==> config.mk <==
export PLATFORM = sky130hd
export DESIGN_NAME = mbe_ctrl
export DESIGN_NICKNAME = d
export VERILOG_FILES = /design/src/sv/mbe_pkg.sv /design/src/sv/mbe_ctrl.sv
export SDC_FILE = /design/constraint.sdc
export NUM_CORES = 1
export LEC_CHECK = 0
export BUFFER_PORTS_ARGS = -buffer_cell sky130_fd_sc_hd__buf_2
export CORE_AREA = 2 2 39 41
export CTS_CLUSTER_SIZE = 30
export DETAILED_ROUTE_END_ITERATION = 8
export DIE_AREA = 0 0 41 43
export SYNTH_ARGS = -nofsm -noshare
export SYNTH_HDL_FRONTEND = slang
export SYNTH_SLANG_ARGS = --single-unit
==> constraint.sdc <==
create_clock -name clk_i -period 1 [get_ports clk_i]
set_input_delay 0.15 -clock clk_i [delete_from_list [all_inputs] [get_ports clk_i]]
set_output_delay 0.15 -clock clk_i [all_outputs]
set_load 0.01 [all_outputs]
==> src/sv/mbe_pkg.sv <==
// Shared constants, register codes and control types of the escape-time engine.
package mbe_pkg;

  // Fixed-point format and pixel coordinate width
  localparam int FRAC_BITS  = 26;
  localparam int COORD_BITS = 12;
  localparam int PIX_W      = 12;
  localparam int COORD_W    = (COORD_BITS < PIX_W) ? COORD_BITS : PIX_W;

  localparam int Z_W     = 32;
  localparam int STEP_W  = 31;
  localparam int ITER_W  = 16;
  localparam int PROD_W  = COORD_W + STEP_W;
  localparam int SQ_W    = 2 * Z_W;

  // Escape bound 4.0 at the scale of a square; no test when it does not fit
  localparam bit             NO_LIMIT  = (2 * FRAC_BITS + 2) >= SQ_W;
  localparam logic [SQ_W-1:0] MAG_BOUND = NO_LIMIT ? '0 :
                                          (SQ_W'(4) << (2 * FRAC_BITS));

  // Configuration port
  localparam int CFG_IDX_W  = 3;
  localparam int CFG_DATA_W = 32;

  localparam logic [CFG_IDX_W-1:0] CFG_RE_ORIGIN = 3'd0;
  localparam logic [CFG_IDX_W-1:0] CFG_IM_ORIGIN = 3'd1;
  localparam logic [CFG_IDX_W-1:0] CFG_RE_STEP   = 3'd2;
  localparam logic [CFG_IDX_W-1:0] CFG_IM_STEP   = 3'd3;
  localparam logic [CFG_IDX_W-1:0] CFG_MAX_ITER  = 3'd4;

  localparam logic [Z_W-1:0]    RST_RE_ORIGIN = 32'hF600_0000;  // -2.5
  localparam logic [Z_W-1:0]    RST_IM_ORIGIN = 32'h0600_0000;  //  1.5
  localparam logic [STEP_W-1:0] RST_RE_STEP   = 31'd262400;
  localparam logic [STEP_W-1:0] RST_IM_STEP   = 31'd262486;
  localparam logic [ITER_W-1:0] RST_MAX_ITER  = 16'd10000;

  typedef struct packed {
    logic signed [Z_W-1:0] re_origin;
    logic signed [Z_W-1:0] im_origin;
    logic [STEP_W-1:0]     re_step;
    logic [STEP_W-1:0]     im_step;
    logic [ITER_W-1:0]     max_iter;
  } cfg_t;

  // Controller to datapath
  typedef struct packed {
    logic load_in;   // take pixel, form step products, clear z
    logic calc_c;    // add origins to form c
    logic mul;       // register the three squares/products of z
    logic upd;       // advance z and the iteration count
    logic load_lim;  // write a limit result to the output register
    logic load_esc;  // write an escape result to the output register
  } dp_cmd_t;

  // Datapath to controller
  typedef struct packed {
    logic at_limit;
    logic escaped;
  } dp_sts_t;

endpackage

==> src/sv/mbe_ctrl.sv <==
// Sequencer of the escape-time engine: pixel intake, iteration loop, result hand-off.
module mbe_ctrl (
  input  logic             clk_i,
  input  logic             rst_ni,
  input  logic             in_valid_i,
  output logic             in_ready_o,
  output logic             out_valid_o,
  input  logic             out_ready_i,
  input  mbe_pkg::dp_sts_t sts_i,
  output mbe_pkg::dp_cmd_t cmd_o
);

  localparam logic [1:0] ST_IDLE = 2'd0;
  localparam logic [1:0] ST_CADD = 2'd1;
  localparam logic [1:0] ST_ITER = 2'd2;
  localparam logic [1:0] ST_UPD  = 2'd3;

  logic [1:0] state_q, state_d;
  logic       out_valid_q, out_valid_d;
  logic       out_free;

  assign out_free = !out_valid_q || out_ready_i;

  always_comb begin
    state_d    = state_q;
    cmd_o      = '0;
    in_ready_o = 1'b0;
    case (state_q)
      ST_IDLE: begin
        in_ready_o = 1'b1;
        if (in_valid_i) begin
          cmd_o.load_in = 1'b1;
          state_d       = ST_CADD;
        end
      end
      ST_CADD: begin
        cmd_o.calc_c = 1'b1;
        state_d      = ST_ITER;
      end
      ST_ITER: begin
        if (sts_i.at_limit) begin
          // hold until the output register is free
          if (out_free) begin
            cmd_o.load_lim = 1'b1;
            state_d        = ST_IDLE;
          end
        end else begin
          cmd_o.mul = 1'b1;
          state_d   = ST_UPD;
        end
      end
      ST_UPD: begin
        if (sts_i.escaped) begin
          if (out_free) begin
            cmd_o.load_esc = 1'b1;
            state_d        = ST_IDLE;
          end
        end else begin
          cmd_o.upd = 1'b1;
          state_d   = ST_ITER;
        end
      end
      default: state_d = ST_IDLE;
    endcase
  end

  assign out_valid_d = (out_valid_q && !out_ready_i) || cmd_o.load_lim || cmd_o.load_esc;
  assign out_valid_o = out_valid_q;

  always_ff @(posedge clk_i or negedge rst_ni) begin
    if (!rst_ni) begin
      state_q     <= ST_IDLE;
      out_valid_q <= 1'b0;
    end else begin
      state_q     <= state_d;
      out_valid_q <= out_valid_d;
    end
  end

endmodule

==> metrics <==
DP Worst Slack -121 ps; CTS max path bufs 2; drt first-iter violations 2; antenna violations before repair 0; Nets 54; Pleak about 0.22 nW; Setup crit start kind register; remaining antenna violation count after routing 0; Die Footprint about 0.0018 sq mm; global-route wire length before repair 903 microns; reg2reg setup slack -110 ps; dpl cells 53; largest net degree at the start of global routing 8; Initial Utilization 0.130; Final Hold Fails 0; hpwl dp 398 microns; Synth Register Bits 3; GR Overflow Total 0; vias per cell between 3 and 4; Yosys Warn Count 0; Avg Inst Size Synth around 9 sq um; gr usage total 0.0813; worst reg-to-reg path cell count 4; FILL cells 150; DP Area between 300 and 400 sq um; CTS sink count 3; core region area roughly 0.0014 sq mm; Unique masters post-synth 16; vias in the first global route ~230; Cell Count, Final, Fillers Out 63; Fmax achieved 765 MHz; Clock Root Buffer clkbuf_4; clk_skew approximately 2.7 ps; worst-path fanout max 6; syn nets 26; area grow syn2layout 140%; reg2reg start out_valid_o$_DFF_PN0_; Final Max Slew Viols 0; fraction of layout cells with a size suffix above 1 0.723; Die Wd approximately 41 microns; Worst-Skew Late Latency roughly 230 ps; Seq/Total Area, Yosys 0.417; crit share post-route 1.31; Peak VDD IR between 600 and 700 uV; Pwr Density 2880 mW/mm^2; Placer Congestion approximately 0.67; residual DRC count 0; slew of the pin with the lowest slew margin between 150 and 200 ps; Boundary Pins 14; H-tree Lvls 1; Cell Rows 14; CP arrival 1160 ps; Setup crit start state_q[0]$_DFFE_PN0P_; Tmin final 1310 ps; Vias 239; outcome finished with violations; RSZ-0062 raised after global routing true; Clock transition at path regs approximately 40 ps; Die Y 43 microns; CP Class register to output pin; failing checks setup timing; number of CTS-inserted buffers 3; Min-Delay Path Class input pin to async pin; CTS tree done; final setup violation count 9; worst setup margin -307 ps; WL final between 500 and 600 microns; area of the mapped netlist approximately 180 sq um; port buffer count 13; Max Cap Violations 0; Crit. End Element output pin; Post-Synthesis Cells 20; reg-to-reg critical path endpoint state_q[0]$_DFFE_PN0P_; CP required ~850 ps; DR WL/cell between 9 and 10 microns; relative slew slack 0.892; router iterations before antenna repair 2; Final Instance Area between 400 and 500 sq um; Antenna Cells 0
worst max-delay path, stage by stage, from the launching register on:
cell,delay (ps)
dfrtp_2,450
buf_6,140
nor3b_4,190
buf_2,150
metal layers:
layer | track usage | routed length, microns | share of wire | vias to the layer above
met1 | 0.0932 | 240 | 0.40 | 105
li1 | - | - | - | 121
met2 | 0.106 | 298 | 0.50 | 11
met5 | 0 | 0 | 0 | -
met3 | 0.0157 | 41 | 0.069 | 2
met4 | 0.100 | 12 | 0.020 | 0
state kept, by name, indices dropped and copies added, names as in the netlist:
signal       count
out_valid_o      1
state_q          2
what timing repair did:
item	4_1_cts	5_1_grt
setup endpoints to repair	9	10
pin swaps	3	5
buffers inserted	3	3
gates resized for setup	7	4
hold endpoints to repair	3	0
hold buffers	1	0
synth_stat cells (all sizes together):
master	n	area share
a211oi	1	0.042
and2	2	0.083
and2b	1	0.042
and4b	1	0.056
dfrtp	3	0.42
inv	1	0.021
nand2	2	0.042
nand2b	1	0.035
nor2	2	0.056
nor2b	1	0.035
nor3	1	0.028
nor3b	2	0.083
o21ai	1	0.028
or3	1	0.035
cell usage in the layout, fill, tap and decap left out, drive strengths merged:
| cell | synthesis | layout |
|---|---|---|
| and2 | 2 | 2 |
| a211oi | 1 | 1 |
| o21ai | 1 | 1 |
| nor2 | 2 | 2 |
| and2b | 1 | 1 |
| dfrtp | 3 | 3 |
| clkbuf | 0 | 4 |
| nand2 | 2 | 2 |
| nand2b | 1 | 1 |
| inv | 1 | 1 |
| nor3b | 2 | 2 |
| nor3 | 1 | 1 |
| or3 | 1 | 1 |
| nor2b | 1 | 1 |
| buf | 0 | 22 |
| and4b | 1 | 1 |
| dlygate4sd3 | 0 | 1 |
area by class of cell:
type,instances,area [sq um],area share
multi-input cells,16,135,0.312
well taps,16,20.0,0.0462
repair buffers,23,170,0.393
clock buffers,4,26.3,0.0607
flip-flops and latches,3,77.6,0.179
inverters,1,3.75,0.00867
kinds of logic after synthesis:
family,Yosys count,share of synthesized area
and+or+nand+nor,14,0.493
AOI/OAI and AO/OA,2,0.0694
DFF,3,0.417
buffers and inverters,1,0.0208
how the worst max path moves through the flow:
stage,end,slack (ps),cells past startpoint
after detailed placement,state_q[0]$_DFFE_PN0P_,-120,3
final,cmd_o[3],-310,3
after CTS,cmd_o[0],-300,3
after floorplan,state_q[0]$_DFFE_PN0P_,-80,2
after global routing,cmd_o[3],-360,3
after global placement,state_q[0]$_DFFE_PN0P_,-80,3
power breakdown:
part | leakage, nW | switching (W) | internal (W)
combinational | 0.172 | 0.000282 | 0.000476
clock | 0.0150 | 0.0000640 | 0.000150
sequential | 0.0350 | 0.0000870 | 0.000189
stage by stage:
stage	hold slack, ps	utilization	power [W]	setup TNS, ps
after floorplan	-146	-	0.000534	-80.0
after global placement	-50.7	0.230	0.000778	-232
after detailed placement	-51.5	0.230	0.000778	-363
after CTS	239	0.293	0.00119	-1750
after global routing	251	0.313	0.00135	-2340
final	247	0.313	0.00125	-1840
(Power assumes the default switching activity.)
